### src/design/hdr_pkg.sv
package hdr_pkg;

    // sample and field widths
    localparam int unsigned ADC_BITS   = 12;
    localparam int unsigned DUTY_W     = 8;
    localparam int unsigned MODE_W     = 8;
    localparam int unsigned OP_W       = 2;
    localparam int unsigned OC_W       = 4;
    localparam int unsigned CFG_IDX_W  = 2;
    localparam int unsigned CFG_DATA_W = 12;

    // arithmetic widths
    localparam int unsigned SUP_W    = 23;
    localparam int unsigned V_W      = SUP_W;
    localparam int unsigned VPROD_W  = SUP_W + ADC_BITS;
    localparam int unsigned VSQ_W    = 2 * V_W;
    localparam int unsigned TVSQ_W   = 24;
    localparam int unsigned NUM_W    = TVSQ_W + DUTY_W;
    localparam int unsigned DIV_CNT_W = $clog2(NUM_W);

    localparam int unsigned SHORT_COUNT_DEF = 10;

    localparam logic [NUM_W-1:0]  SUPPLY_NUM  = NUM_W'(4997120);
    localparam logic [SUP_W-1:0]  SUPPLY_OFS  = SUP_W'(15);
    // squared target voltages, 3200 and 2700
    localparam logic [TVSQ_W-1:0] TV_SQ_HIGH   = TVSQ_W'(3200 * 3200);
    localparam logic [TVSQ_W-1:0] TV_SQ_NORMAL = TVSQ_W'(2700 * 2700);

    localparam logic [OC_W-1:0] OC_MAX = '1;

    localparam logic [MODE_W-1:0] MODE_BOOST  = 8'h80;
    localparam logic [MODE_W-1:0] MODE_NORMAL = 8'h40;
    localparam logic [MODE_W-1:0] MODE_ECO1   = 8'h01;
    localparam logic [MODE_W-1:0] MODE_ZERO   = 8'h00;

    localparam logic [OP_W-1:0] OP_START = 2'd0;
    localparam logic [OP_W-1:0] OP_TICK  = 2'd1;
    localparam logic [OP_W-1:0] OP_STOP  = 2'd2;

    localparam logic [CFG_IDX_W-1:0] CFG_FULL_DUTY  = 2'd0;
    localparam logic [CFG_IDX_W-1:0] CFG_MIN_DUTY   = 2'd1;
    localparam logic [CFG_IDX_W-1:0] CFG_DUTY_SCALE = 2'd2;
    localparam logic [CFG_IDX_W-1:0] CFG_SHORT_THR  = 2'd3;

    localparam logic [DUTY_W-1:0]   FULL_DUTY_RST  = 8'd200;
    localparam logic [DUTY_W-1:0]   MIN_DUTY_RST   = 8'd20;
    localparam logic [DUTY_W-1:0]   DUTY_SCALE_RST = 8'd200;
    localparam logic [ADC_BITS-1:0] SHORT_THR_RST  = ADC_BITS'(2050);

    typedef struct packed {
        logic [OP_W-1:0]     op;
        logic [MODE_W-1:0]   mode;
        logic                ch1_active;
        logic                ch2_active;
        logic [ADC_BITS-1:0] ch1_sample;
        logic [ADC_BITS-1:0] ch2_sample;
        logic [ADC_BITS-1:0] ref_sample;
        logic                regulate_now;
    } t_item;

    typedef struct packed {
        logic [DUTY_W-1:0] duty_ch1;
        logic [DUTY_W-1:0] duty_ch2;
        logic              short_detected;
        logic              load_found;
        logic              firing;
    } t_result;

    typedef struct packed {
        logic take;
        logic decide;
        logic sup_start;
        logic sup_latch;
        logic mul_v;
        logic mul_sq;
        logic div_start;
        logic write_duty;
        logic push;
        logic ch;
    } t_cmd;

    typedef struct packed {
        logic need_div;
        logic ch1_act;
        logic ch2_act;
        logic v_zero;
        logic div_done;
    } t_stat;

    typedef enum logic [3:0] {
        ST_IDLE,
        ST_DECIDE,
        ST_SUP,
        ST_SUP_WAIT,
        ST_MUL_V,
        ST_MUL_SQ,
        ST_DIV,
        ST_DIV_WAIT,
        ST_WRITE,
        ST_PUSH
    } t_state;

endpackage

### src/design/hdr_item_if.sv
interface hdr_item_if import hdr_pkg::*; ();
    logic                valid;
    logic                ready;
    logic [OP_W-1:0]     op;
    logic [MODE_W-1:0]   mode;
    logic                ch1_active;
    logic                ch2_active;
    logic [ADC_BITS-1:0] ch1_sample;
    logic [ADC_BITS-1:0] ch2_sample;
    logic [ADC_BITS-1:0] ref_sample;
    logic                regulate_now;

    modport source (
        output valid, op, mode, ch1_active, ch2_active, ch1_sample, ch2_sample,
               ref_sample, regulate_now,
        input  ready
    );
    modport sink (
        input  valid, op, mode, ch1_active, ch2_active, ch1_sample, ch2_sample,
               ref_sample, regulate_now,
        output ready
    );
endinterface

### src/design/hdr_result_if.sv
interface hdr_result_if import hdr_pkg::*; ();
    logic              valid;
    logic              ready;
    logic [DUTY_W-1:0] duty_ch1;
    logic [DUTY_W-1:0] duty_ch2;
    logic              short_detected;
    logic              load_found;
    logic              firing;

    modport source (
        output valid, duty_ch1, duty_ch2, short_detected, load_found, firing,
        input  ready
    );
    modport sink (
        input  valid, duty_ch1, duty_ch2, short_detected, load_found, firing,
        output ready
    );
endinterface

### src/design/hdr_div.sv
module hdr_div import hdr_pkg::*; (
    input  logic             i_clk,
    input  logic             i_rst_n,
    input  logic             i_start,
    input  logic [NUM_W-1:0] i_num,
    input  logic [VSQ_W-1:0] i_den,
    output logic             o_done,
    output logic [NUM_W-1:0] o_quot
);

    logic                 r_busy;
    logic                 r_done;
    logic [DIV_CNT_W-1:0] r_cnt;
    logic [VSQ_W-1:0]     r_rem;
    logic [VSQ_W-1:0]     r_den;
    logic [NUM_W-1:0]     r_quot;

    logic [VSQ_W:0] w_rem_sh;
    logic [VSQ_W:0] w_rem_sub;
    logic           w_ge;

    // restoring divide, one quotient bit per cycle
    always_comb begin
        w_rem_sh  = {r_rem, r_quot[NUM_W-1]};
        w_ge      = (w_rem_sh >= {1'b0, r_den});
        w_rem_sub = w_rem_sh - {1'b0, r_den};
    end

    always_ff @(posedge i_clk) begin
        if (!i_rst_n) begin
            r_busy <= 1'b0;
            r_done <= 1'b0;
            r_cnt  <= '0;
        end else begin
            r_done <= 1'b0;
            if (i_start) begin
                r_busy <= 1'b1;
                r_cnt  <= DIV_CNT_W'(NUM_W - 1);
            end else if (r_busy) begin
                r_cnt <= r_cnt - 1'b1;
                if (r_cnt == '0) begin
                    r_busy <= 1'b0;
                    r_done <= 1'b1;
                end
            end
        end
    end

    always_ff @(posedge i_clk) begin
        if (i_start) begin
            r_rem  <= '0;
            r_den  <= i_den;
            r_quot <= i_num;
        end else if (r_busy) begin
            r_rem  <= w_ge ? w_rem_sub[VSQ_W-1:0] : w_rem_sh[VSQ_W-1:0];
            r_quot <= {r_quot[NUM_W-2:0], w_ge};
        end
    end

    assign o_done = r_done;
    assign o_quot = r_quot;

endmodule

### src/design/hdr_dp.sv
module hdr_dp import hdr_pkg::*; #(
    parameter int unsigned SHORT_COUNT = SHORT_COUNT_DEF
) (
    input  logic                  i_clk,
    input  logic                  i_rst_n,
    input  logic                  i_cfg_wr_en,
    input  logic [CFG_IDX_W-1:0]  i_cfg_index,
    input  logic [CFG_DATA_W-1:0] i_cfg_data,
    input  t_item                 i_item,
    input  t_cmd                  i_cmd,
    output t_stat                 o_stat,
    output t_result               o_result
);

    // configuration
    logic [DUTY_W-1:0]   r_full_duty;
    logic [DUTY_W-1:0]   r_min_duty;
    logic [DUTY_W-1:0]   r_duty_scale;
    logic [ADC_BITS-1:0] r_short_thr;

    // regulator state
    logic              r_firing, n_firing;
    logic [TVSQ_W-1:0] r_tv_sq, n_tv_sq;
    logic [OC_W-1:0]   r_oc_cnt, n_oc_cnt;
    logic              r_short, n_short;
    logic              r_load, n_load;
    logic              r_found, n_found;
    logic [DUTY_W-1:0] r_duty1, n_duty1;
    logic [DUTY_W-1:0] r_duty2, n_duty2;

    // item and arithmetic
    t_item            r_item;
    t_result          r_res;
    logic [SUP_W-1:0] r_supply;
    logic [NUM_W-1:0] r_num;
    logic [V_W-1:0]   r_v;
    logic [VSQ_W-1:0] r_vsq;

    logic [ADC_BITS-1:0] w_sample;
    logic [VPROD_W-1:0]  w_vprod;
    logic [NUM_W-1:0]    w_div_num;
    logic [VSQ_W-1:0]    w_div_den;
    logic [NUM_W-1:0]    w_quot;
    logic                w_div_done;
    logic [DUTY_W-1:0]   w_duty_new;
    logic                w_oc;
    logic [OC_W-1:0]     w_oc_inc;
    logic                w_ref_zero;
    logic                w_detect;

    always_ff @(posedge i_clk) begin
        if (!i_rst_n) begin
            r_full_duty  <= FULL_DUTY_RST;
            r_min_duty   <= MIN_DUTY_RST;
            r_duty_scale <= DUTY_SCALE_RST;
            r_short_thr  <= SHORT_THR_RST;
        end else if (i_cfg_wr_en) begin
            unique case (i_cfg_index)
                CFG_FULL_DUTY:  r_full_duty  <= i_cfg_data[DUTY_W-1:0];
                CFG_MIN_DUTY:   r_min_duty   <= i_cfg_data[DUTY_W-1:0];
                CFG_DUTY_SCALE: r_duty_scale <= i_cfg_data[DUTY_W-1:0];
                CFG_SHORT_THR:  r_short_thr  <= i_cfg_data[ADC_BITS-1:0];
            endcase
        end
    end

    hdr_div u_div (
        .i_clk   (i_clk),
        .i_rst_n (i_rst_n),
        .i_start (i_cmd.sup_start | i_cmd.div_start),
        .i_num   (w_div_num),
        .i_den   (w_div_den),
        .o_done  (w_div_done),
        .o_quot  (w_quot)
    );

    assign w_div_num = i_cmd.sup_start ? SUPPLY_NUM : r_num;
    assign w_div_den = i_cmd.sup_start ? VSQ_W'(r_item.ref_sample) : r_vsq;

    assign w_sample = i_cmd.ch ? r_item.ch2_sample : r_item.ch1_sample;
    assign w_vprod  = VPROD_W'(r_supply) * VPROD_W'(w_sample);

    assign w_oc = (r_item.ch1_active && (r_item.ch1_sample < r_short_thr)) ||
                  (r_item.ch2_active && (r_item.ch2_sample < r_short_thr));
    assign w_oc_inc   = (r_oc_cnt == OC_MAX) ? r_oc_cnt : r_oc_cnt + 1'b1;
    assign w_ref_zero = (r_item.ref_sample == '0);
    assign w_detect   = (r_item.ch1_active && (r_item.mode == MODE_ZERO)) ||
                        (r_item.ch2_active && (r_item.mode == MODE_ECO1)) ||
                        (r_item.ch1_active && r_item.ch2_active &&
                         (r_item.mode == MODE_BOOST));

    // clamp of the squared ratio; zero voltage gives full duty
    always_comb begin
        priority if (r_v == '0)
            w_duty_new = r_full_duty;
        else if (w_quot >= NUM_W'(r_full_duty))
            w_duty_new = r_full_duty;
        else if (w_quot < NUM_W'(r_min_duty))
            w_duty_new = r_min_duty;
        else
            w_duty_new = w_quot[DUTY_W-1:0];
    end

    always_comb begin
        n_firing = r_firing;
        n_tv_sq  = r_tv_sq;
        n_oc_cnt = r_oc_cnt;
        n_short  = r_short;
        n_load   = r_load;
        n_found  = r_found;
        n_duty1  = r_duty1;
        n_duty2  = r_duty2;
        if (i_cmd.decide) begin
            n_found = 1'b0;
            unique case (r_item.op)
                OP_START: begin
                    if (!r_firing) begin
                        n_tv_sq = (r_item.mode == MODE_NORMAL) ? TV_SQ_NORMAL : TV_SQ_HIGH;
                        priority if (r_item.mode == MODE_BOOST ||
                                     r_item.mode == MODE_NORMAL) begin
                            n_duty1 = r_full_duty;
                            n_duty2 = r_full_duty;
                        end else if (r_item.mode == MODE_ECO1) begin
                            n_duty1 = r_full_duty;
                            n_duty2 = '0;
                        end else begin
                            n_duty1 = '0;
                            n_duty2 = r_full_duty;
                        end
                        n_load   = 1'b0;
                        n_oc_cnt = '0;
                        n_short  = 1'b0;
                        n_firing = 1'b1;
                    end
                end
                OP_STOP: begin
                    n_firing = 1'b0;
                    n_duty1  = '0;
                    n_duty2  = '0;
                end
                OP_TICK: begin
                    if (r_firing) begin
                        priority if (r_short) begin
                            n_firing = 1'b0;
                            n_duty1  = '0;
                            n_duty2  = '0;
                        end else if (w_oc) begin
                            n_oc_cnt = w_oc_inc;
                            if (w_oc_inc >= OC_W'(SHORT_COUNT)) begin
                                n_short = 1'b1;
                                n_duty1 = '0;
                                n_duty2 = '0;
                            end
                        end else begin
                            n_oc_cnt = '0;
                            if (r_load) begin
                                // no reference reading: full duty on active channels
                                if (r_item.regulate_now && w_ref_zero) begin
                                    if (r_item.ch1_active)
                                        n_duty1 = r_full_duty;
                                    if (r_item.ch2_active)
                                        n_duty2 = r_full_duty;
                                end
                            end else if (w_detect) begin
                                n_load  = 1'b1;
                                n_found = 1'b1;
                            end
                        end
                    end
                end
                default: ;
            endcase
        end
        if (i_cmd.write_duty) begin
            if (i_cmd.ch)
                n_duty2 = w_duty_new;
            else
                n_duty1 = w_duty_new;
        end
    end

    always_ff @(posedge i_clk) begin
        if (!i_rst_n) begin
            r_firing <= 1'b0;
            r_tv_sq  <= '0;
            r_oc_cnt <= '0;
            r_short  <= 1'b0;
            r_load   <= 1'b0;
            r_found  <= 1'b0;
            r_duty1  <= '0;
            r_duty2  <= '0;
        end else begin
            r_firing <= n_firing;
            r_tv_sq  <= n_tv_sq;
            r_oc_cnt <= n_oc_cnt;
            r_short  <= n_short;
            r_load   <= n_load;
            r_found  <= n_found;
            r_duty1  <= n_duty1;
            r_duty2  <= n_duty2;
        end
    end

    always_ff @(posedge i_clk) begin
        if (i_cmd.take)
            r_item <= i_item;
        if (i_cmd.sup_start)
            r_num <= NUM_W'(r_tv_sq) * NUM_W'(r_duty_scale);
        if (i_cmd.sup_latch)
            r_supply <= w_quot[SUP_W-1:0] + SUPPLY_OFS;
        if (i_cmd.mul_v)
            r_v <= w_vprod[VPROD_W-1:ADC_BITS];
        if (i_cmd.mul_sq)
            r_vsq <= VSQ_W'(r_v) * VSQ_W'(r_v);
        if (i_cmd.push)
            r_res <= '{duty_ch1:       r_duty1,
                       duty_ch2:       r_duty2,
                       short_detected: r_short,
                       load_found:     r_found,
                       firing:         r_firing};
    end

    always_comb begin
        o_stat.need_div = (r_item.op == OP_TICK) && r_firing && !r_short && !w_oc &&
                          r_load && r_item.regulate_now && !w_ref_zero;
        o_stat.ch1_act  = r_item.ch1_active;
        o_stat.ch2_act  = r_item.ch2_active;
        o_stat.v_zero   = (r_v == '0);
        o_stat.div_done = w_div_done;
    end

    assign o_result = r_res;

endmodule

### src/design/hdr_ctrl.sv
module hdr_ctrl import hdr_pkg::*; (
    input  logic  i_clk,
    input  logic  i_rst_n,
    input  logic  i_in_valid,
    input  logic  i_out_ready,
    input  t_stat i_stat,
    output logic  o_in_ready,
    output logic  o_out_valid,
    output t_cmd  o_cmd
);

    t_state r_state, n_state;
    logic   r_ch, n_ch;
    logic   r_out_valid;

    always_ff @(posedge i_clk) begin
        if (!i_rst_n) begin
            r_state     <= ST_IDLE;
            r_ch        <= 1'b0;
            r_out_valid <= 1'b0;
        end else begin
            r_state <= n_state;
            r_ch    <= n_ch;
            if (o_cmd.push)
                r_out_valid <= 1'b1;
            else if (i_out_ready)
                r_out_valid <= 1'b0;
        end
    end

    always_comb begin
        n_state  = r_state;
        n_ch     = r_ch;
        o_cmd    = '0;
        o_cmd.ch = r_ch;
        unique case (r_state)
            ST_IDLE: begin
                if (i_in_valid) begin
                    o_cmd.take = 1'b1;
                    n_state    = ST_DECIDE;
                end
            end
            ST_DECIDE: begin
                o_cmd.decide = 1'b1;
                n_state      = i_stat.need_div ? ST_SUP : ST_PUSH;
            end
            ST_SUP: begin
                o_cmd.sup_start = 1'b1;
                n_state         = ST_SUP_WAIT;
            end
            ST_SUP_WAIT: begin
                if (i_stat.div_done) begin
                    o_cmd.sup_latch = 1'b1;
                    priority if (i_stat.ch1_act) begin
                        n_ch    = 1'b0;
                        n_state = ST_MUL_V;
                    end else if (i_stat.ch2_act) begin
                        n_ch    = 1'b1;
                        n_state = ST_MUL_V;
                    end else begin
                        n_state = ST_PUSH;
                    end
                end
            end
            ST_MUL_V: begin
                o_cmd.mul_v = 1'b1;
                n_state     = ST_MUL_SQ;
            end
            ST_MUL_SQ: begin
                o_cmd.mul_sq = 1'b1;
                n_state      = ST_DIV;
            end
            ST_DIV: begin
                if (i_stat.v_zero) begin
                    n_state = ST_WRITE;
                end else begin
                    o_cmd.div_start = 1'b1;
                    n_state         = ST_DIV_WAIT;
                end
            end
            ST_DIV_WAIT: begin
                if (i_stat.div_done)
                    n_state = ST_WRITE;
            end
            ST_WRITE: begin
                o_cmd.write_duty = 1'b1;
                if (!r_ch && i_stat.ch2_act) begin
                    n_ch    = 1'b1;
                    n_state = ST_MUL_V;
                end else begin
                    n_state = ST_PUSH;
                end
            end
            ST_PUSH: begin
                if (!r_out_valid || i_out_ready) begin
                    o_cmd.push = 1'b1;
                    n_state    = ST_IDLE;
                end
            end
            default: n_state = ST_IDLE;
        endcase
    end

    assign o_in_ready  = (r_state == ST_IDLE);
    assign o_out_valid = r_out_valid;

endmodule

### src/design/heater_duty_regulator.sv
// order: a start, stop or plain tick goes from decide straight to the output register;
//   a regulating tick first runs the supply division, then per active channel a multiply,
//   square, divide and clamp, the divide skipped for a channel whose voltage is zero;
//   a full output register stalls the result
// throughput: one item at a time; the next item is taken the cycle after a result is
//   registered; regulating ticks are bound by the shared serial divider
// reset: synchronous, active low; clears the regulator state and loads register defaults
module heater_duty_regulator import hdr_pkg::*; #(
    parameter int unsigned SHORT_COUNT = SHORT_COUNT_DEF
) (
    input  logic                  i_clk,
    input  logic                  i_rst_n,
    input  logic                  i_cfg_wr_en,
    input  logic [CFG_IDX_W-1:0]  i_cfg_index,
    input  logic [CFG_DATA_W-1:0] i_cfg_data,
    hdr_item_if.sink              i_item,
    hdr_result_if.source          o_result
);

    // control and status between the sequencer and the datapath
    t_cmd    w_cmd;
    t_stat   w_stat;
    t_item   w_item;
    t_result w_res;
    logic    w_in_ready;
    logic    w_out_valid;

    // incoming item gathered into one word, latched by the datapath on accept
    assign w_item = '{op:           i_item.op,
                      mode:         i_item.mode,
                      ch1_active:   i_item.ch1_active,
                      ch2_active:   i_item.ch2_active,
                      ch1_sample:   i_item.ch1_sample,
                      ch2_sample:   i_item.ch2_sample,
                      ref_sample:   i_item.ref_sample,
                      regulate_now: i_item.regulate_now};

    // sequencer: decide, supply division, then per channel
    // multiply, square, divide and clamp
    hdr_ctrl u_ctrl (
        .i_clk       (i_clk),
        .i_rst_n     (i_rst_n),
        .i_in_valid  (i_item.valid),
        .i_out_ready (o_result.ready),
        .i_stat      (w_stat),
        .o_in_ready  (w_in_ready),
        .o_out_valid (w_out_valid),
        .o_cmd       (w_cmd)
    );

    // datapath: config registers, regulator state, multipliers and divider
    hdr_dp #(
        .SHORT_COUNT (SHORT_COUNT)
    ) u_dp (
        .i_clk       (i_clk),
        .i_rst_n     (i_rst_n),
        .i_cfg_wr_en (i_cfg_wr_en),
        .i_cfg_index (i_cfg_index),
        .i_cfg_data  (i_cfg_data),
        .i_item      (w_item),
        .i_cmd       (w_cmd),
        .o_stat      (w_stat),
        .o_result    (w_res)
    );

    assign i_item.ready = w_in_ready;

    // output register holds the result while the next item is worked on
    assign o_result.valid          = w_out_valid;
    assign o_result.duty_ch1       = w_res.duty_ch1;
    assign o_result.duty_ch2       = w_res.duty_ch2;
    assign o_result.short_detected = w_res.short_detected;
    assign o_result.load_found     = w_res.load_found;
    assign o_result.firing         = w_res.firing;

endmodule
### src/flat_wrapper.sv
// flat-port wrapper written by rule: the top's interface ports become plain ports
module heater_duty_regulator_flat import hdr_pkg::*;
#(
    parameter int unsigned SHORT_COUNT = SHORT_COUNT_DEF
)
  (i_clk, i_rst_n, i_cfg_wr_en, i_cfg_index, i_cfg_data, i_item_valid, i_item_op, i_item_mode, i_item_ch1_active, i_item_ch2_active, i_item_ch1_sample, i_item_ch2_sample, i_item_ref_sample, i_item_regulate_now, i_item_ready, o_result_valid, o_result_duty_ch1, o_result_duty_ch2, o_result_short_detected, o_result_load_found, o_result_firing, o_result_ready);
  hdr_item_if i_item_i ();
  hdr_result_if o_result_i ();
  input  logic i_clk;
  input  logic i_rst_n;
  input  logic i_cfg_wr_en;
  input  logic [CFG_IDX_W-1:0] i_cfg_index;
  input  logic [CFG_DATA_W-1:0] i_cfg_data;
  input wire logic [$bits(i_item_i.valid)-1:0] i_item_valid;
  input wire logic [$bits(i_item_i.op)-1:0] i_item_op;
  input wire logic [$bits(i_item_i.mode)-1:0] i_item_mode;
  input wire logic [$bits(i_item_i.ch1_active)-1:0] i_item_ch1_active;
  input wire logic [$bits(i_item_i.ch2_active)-1:0] i_item_ch2_active;
  input wire logic [$bits(i_item_i.ch1_sample)-1:0] i_item_ch1_sample;
  input wire logic [$bits(i_item_i.ch2_sample)-1:0] i_item_ch2_sample;
  input wire logic [$bits(i_item_i.ref_sample)-1:0] i_item_ref_sample;
  input wire logic [$bits(i_item_i.regulate_now)-1:0] i_item_regulate_now;
  output wire logic [$bits(i_item_i.ready)-1:0] i_item_ready;
  output wire logic [$bits(o_result_i.valid)-1:0] o_result_valid;
  output wire logic [$bits(o_result_i.duty_ch1)-1:0] o_result_duty_ch1;
  output wire logic [$bits(o_result_i.duty_ch2)-1:0] o_result_duty_ch2;
  output wire logic [$bits(o_result_i.short_detected)-1:0] o_result_short_detected;
  output wire logic [$bits(o_result_i.load_found)-1:0] o_result_load_found;
  output wire logic [$bits(o_result_i.firing)-1:0] o_result_firing;
  input wire logic [$bits(o_result_i.ready)-1:0] o_result_ready;
  assign i_item_i.valid = i_item_valid;
  assign i_item_i.op = i_item_op;
  assign i_item_i.mode = i_item_mode;
  assign i_item_i.ch1_active = i_item_ch1_active;
  assign i_item_i.ch2_active = i_item_ch2_active;
  assign i_item_i.ch1_sample = i_item_ch1_sample;
  assign i_item_i.ch2_sample = i_item_ch2_sample;
  assign i_item_i.ref_sample = i_item_ref_sample;
  assign i_item_i.regulate_now = i_item_regulate_now;
  assign i_item_ready = i_item_i.ready;
  assign o_result_valid = o_result_i.valid;
  assign o_result_duty_ch1 = o_result_i.duty_ch1;
  assign o_result_duty_ch2 = o_result_i.duty_ch2;
  assign o_result_short_detected = o_result_i.short_detected;
  assign o_result_load_found = o_result_i.load_found;
  assign o_result_firing = o_result_i.firing;
  assign o_result_i.ready = o_result_ready;
  heater_duty_regulator #(.SHORT_COUNT(SHORT_COUNT)) u_core (.i_clk(i_clk), .i_rst_n(i_rst_n), .i_cfg_wr_en(i_cfg_wr_en), .i_cfg_index(i_cfg_index), .i_cfg_data(i_cfg_data), .i_item(i_item_i), .o_result(o_result_i));
endmodule
### config.mk
export PLATFORM = sky130hd
export DESIGN_NAME = heater_duty_regulator_flat
export DESIGN_NICKNAME = d
export VERILOG_FILES = /design/src/design/hdr_pkg.sv /design/src/design/hdr_item_if.sv /design/src/design/hdr_result_if.sv /design/src/design/hdr_div.sv /design/src/design/hdr_dp.sv /design/src/design/hdr_ctrl.sv /design/src/design/heater_duty_regulator.sv /design/src/flat_wrapper.sv
export SDC_FILE = /design/constraint.sdc
export NUM_CORES = 2
export LEC_CHECK = 0
export ABC_AREA = 1
export BUFFER_PORTS_ARGS = -buffer_cell sky130_fd_sc_hd__buf_2
export CAP_MARGIN = 10
export CORE_MARGIN = 4
export CORE_UTILIZATION = 50
export DETAILED_ROUTE_END_ITERATION = 16
export PLACE_DENSITY = 0.66
export SLEW_MARGIN = 20
export SYNTH_ARGS = -nofsm -noshare
export SYNTH_HDL_FRONTEND = slang
export SYNTH_SLANG_ARGS = --single-unit
### constraint.sdc
create_clock -name i_clk -period 8.5 [get_ports i_clk]
set_input_delay 1.275 -clock i_clk [delete_from_list [all_inputs] [get_ports i_clk]]
set_output_delay 1.275 -clock i_clk [all_outputs]
set_load 0.02 [all_outputs]
==> results.json <==
{
  "postPlaceCellArea_mm2": 0.0499,
  "worstMarginPinSlew_ns": 1.20,
  "setup_tns_ns": 0,
  "hold_viol_final": 0,
  "rr_startpoint": "u_core.u_dp.r_v[7]$_DFFE_PP_",
  "startpoint_type": "flip-flop",
  "r2r_end": "u_core.u_dp.r_vsq[22]$_DFFE_PP_",
  "post_drt_wl_per_cell_um": 18.4,
  "cts_tree": "built",
  "yosysTopAreaCell": "fa_1",
  "synth-seq-area-share": 0.216,
  "core_mm2": 0.0953,
  "synthXorXnorAreaFrac": 0.0235,
  "ios": 89,
  "overflow": 0,
  "vias_per_cell": 5.22,
  "crit_chain": "nand2_1 > fa_1 > inv_1 > fa_1 > inv_1 > fa_1 > inv_1 > fa_1 > fa_1 > fa_1 > inv_1 > fa_1 > inv_1 > ha_1 > inv_1 > o21ai_0 > nor2_1 > a21boi_0 > o21ai_0 > a21oi_1 > xor2_1",
  "wl_mm": 135,
  "critical_path_class": "flip-flop to flip-flop",
  "grt_pass1_vias": 39500,
  "synthDistinctLibCells": 61,
  "rows": 113,
  "setup_ws_ns": 1.01,
  "cts.sinks": 387,
  "cts.reportedPaths.clkPinSlew_ns": 0.06,
  "syn_avg_cell_area_um2": 7.99,
  "die_x_um": 318,
  "dp_hpwl_mm": 112,
  "htreeDepth": 2,
  "cts_resized": 0,
  "post_cts_buffers": 0,
  "synth_compound_gate_area_share": 0.0672,
  "reg2reg_depth": 21,
  "max-cap-violations": 0,
  "clk_path_buf_depth": 3,
  "synthMuxAreaShare": 0,
  "period_needed_ns": 7.49,
  "synthSimpleGateAreaFrac": 0.190,
  "status": "complete, no violations",
  "die_h_um": 318,
  "fmax_ghz": 0.134,
  "fin_skew_ns": 0.0316,
  "place_ws_ns": 1.16,
  "cts_buffers": 46,
  "final_max_slew_viol_count": 0,
  "cp_slowest_stage_delay_ns": 1.12,
  "syn-instance-count": 6027,
  "antenna_found_initial": 12,
  "setup_viol": 0,
  "groute.usage.overall": 0.271,
  "syn-cell-area_mm2": 0.0482,
  "portBuffers": 88,
  "hold_buffers": 0,
  "synth.area.top_cells": "fa_1, edfxtp_1, inv_1, nand2_1, ha_1",
  "fillCellCount": 8959,
  "reg2reg_slack_ns": 1.01,
  "start_util": 0.506,
  "nNetsFinal": 7175,
  "design_area_mm2": 0.0516,
  "root_buffer": "clkbuf_16",
  "postRouteAntennaNets": 0,
  "drt-pass1-iter-count": 6,
  "ys_ff_latch": 387,
  "hp-class": "flip-flop to flip-flop",
  "grt_first_pass_wirelength_mm": 218,
  "syn_to_final_growth_pct": 7.04,
  "route.vias.total": 38500,
  "synthAdderAreaFrac": 0.377,
  "end_kind": "flip-flop",
  "grt_max_degree": 63,
  "dieArea_mm2": 0.101,
  "crit_path_top_delay_cell": "edfxtp_1",
  "drive_gt1_frac": 0.0459,
  "synth_top_area_share": 0.278,
  "drc_errors": 0,
  "hp-start": "u_core.u_dp.r_found$_SDFFE_PN0P_",
  "drt-initial-drc-count": 3306,
  "routabilityCongestion": 0.964,
  "final.period_utilization": 0.881,
  "path_max_fanout": 23,
  "hold_depth": 0,
  "rsz0062_at_grt": "no",
  "synth_top_family_by_area": "adder cells",
  "final_cell_mix": "inv_1, nand2_1, fa_1",
  "max_slew_margin": 0.203,
  "crit_required_ns": 8.81,
  "worst_path_most_repeated_cell": "fa_1",
  "yosys_warnings": 0,
  "cp.arrival_ns": 7.80,
  "holdPathEnd": "u_core.u_dp.o_result[1]$_DFFE_PP_",
  "clock_latency_ns": 0.61,
  "postLayoutCoreUtil": 0.541,
  "layout_commonest_cell": "inv_1"
}
[routing by layer]
layer | global-route usage | up-vias | share of wire
li1 | - | 18400 | -
met1 | 0.385 | 18700 | 0.44
met2 | 0.442 | 1209 | 0.46
met3 | 0.0317 | 199 | 0.066
met4 | 0.0768 | 2 | 0.030
met5 | 0 | - | 0.00043
[cells by family (layout without fill, tap and decap cells)]
kind of cell             after synthesis  in the layout
other                                  1              6
adder cells (fa/ha/maj)             1049           1049
flip-flops                           387            387
AO/OA/AOI/OAI                        585            585
AND/OR/NAND/NOR                     2267           2267
buffers and inverters               1609           1676
XOR/XNOR                             129            129
[stage by stage]
stage | cells | hold slack, ns
after floorplan | 6028 | 0.409
after global placement | 7273 | 0.436
after detailed placement | 7273 | 0.445
after CTS | 7358 | 0.459
after global routing | 7363 | 0.474
final | 7364 | 0.456
[synthesized netlist by cell type (all sizes together)]
cell type,count
o21bai,18
a21boi,11
nand2b,1
nand2,1426
fa,668
nand3b,6
ha,381
o221ai,2
nand3,193
o22a,1
conb,1
xor2,91
nand4,47
a31oi,28
edfxtp,265
clkinv,5
nor2,512
clkbuf,105
and3,4
inv,1460
dfxtp,122
and2,3
o31ai,2
nor3,43
a211oi,6
nor4,10
a21o,19
o22ai,9
a32o,5
or2,20
o211a,1
nor3b,2
o21a,10
a21oi,256
xnor2,38
o211ai,8
a31o,4
buf,39
o21ai,204
o2111ai,1
[sequential cells by signal, indices dropped and copies added (netlist names), 2 cells and up]
name,cells
u_core.u_dp.o_stat,2
u_core.u_dp.r_short_thr,12
u_core.u_dp.r_duty2,8
u_core.u_ctrl.r_state,4
u_core.u_dp.u_div.r_rem,46
u_core.u_dp.r_full_duty,8
u_core.u_dp.r_supply,23
u_core.u_dp.r_item,47
u_core.u_dp.u_div.r_cnt,5
u_core.u_dp.u_div.r_den,46
u_core.u_dp.r_tv_sq,3
u_core.u_dp.o_result,19
u_core.u_dp.r_v,23
u_core.u_dp.r_min_duty,8
u_core.u_dp.r_oc_cnt,4
u_core.u_dp.u_div.o_quot,32
u_core.u_dp.r_duty_scale,8
u_core.u_dp.r_num,28
u_core.u_dp.r_duty1,8
u_core.u_dp.r_vsq,45
[how the worst max path moves through the flow]
stage	cells past startpoint	slack, ns	endpoint	startpoint
after floorplan	28	2.23	u_core.u_dp.r_vsq[41]$_DFFE_PP_	u_core.u_dp.r_v[5]$_DFFE_PP_
after global routing	21	0.61	u_core.u_dp.r_vsq[22]$_DFFE_PP_	u_core.u_dp.r_v[7]$_DFFE_PP_
after CTS	21	1.14	u_core.u_dp.r_vsq[22]$_DFFE_PP_	u_core.u_dp.r_v[6]$_DFFE_PP_
after detailed placement	21	1.16	u_core.u_dp.r_vsq[22]$_DFFE_PP_	u_core.u_dp.r_v[6]$_DFFE_PP_
final	21	1.01	u_core.u_dp.r_vsq[22]$_DFFE_PP_	u_core.u_dp.r_v[7]$_DFFE_PP_
after global placement	20	1.23	u_core.u_dp.r_vsq[22]$_DFFE_PP_	u_core.u_dp.r_v[12]$_DFFE_PP_
[cell type report]
type	instances	area, µm²	share of cell area
Multi-Input combinational cell	4032	31700	0.615
Sequential cell	387	10400	0.202
Inverter	1465	5500	0.107
Tap cell	1265	1580	0.0307
Clock buffer	50	1180	0.0228
Timing Repair Buffer	126	753	0.0146
Clock inverter	35	443	0.00859
Antenna cell	4	10.0	0.000194
[critical path: cells and delay by family, from the launching register on]
kind / cells / cell delay, ns
AO/OA/AOI/OAI: 4 / 1.03
XOR/XNOR: 1 / 0.15
adder cells (fa/ha/maj): 8 / 4.00
buffers and inverters: 6 / 0.44
flip-flops: 1 / 1.12
AND/OR/NAND/NOR: 2 / 0.46
Power is left out: the tool's default activity adds up to more than one toggle a clock period on the data nets, which glitch-free logic cannot reach.
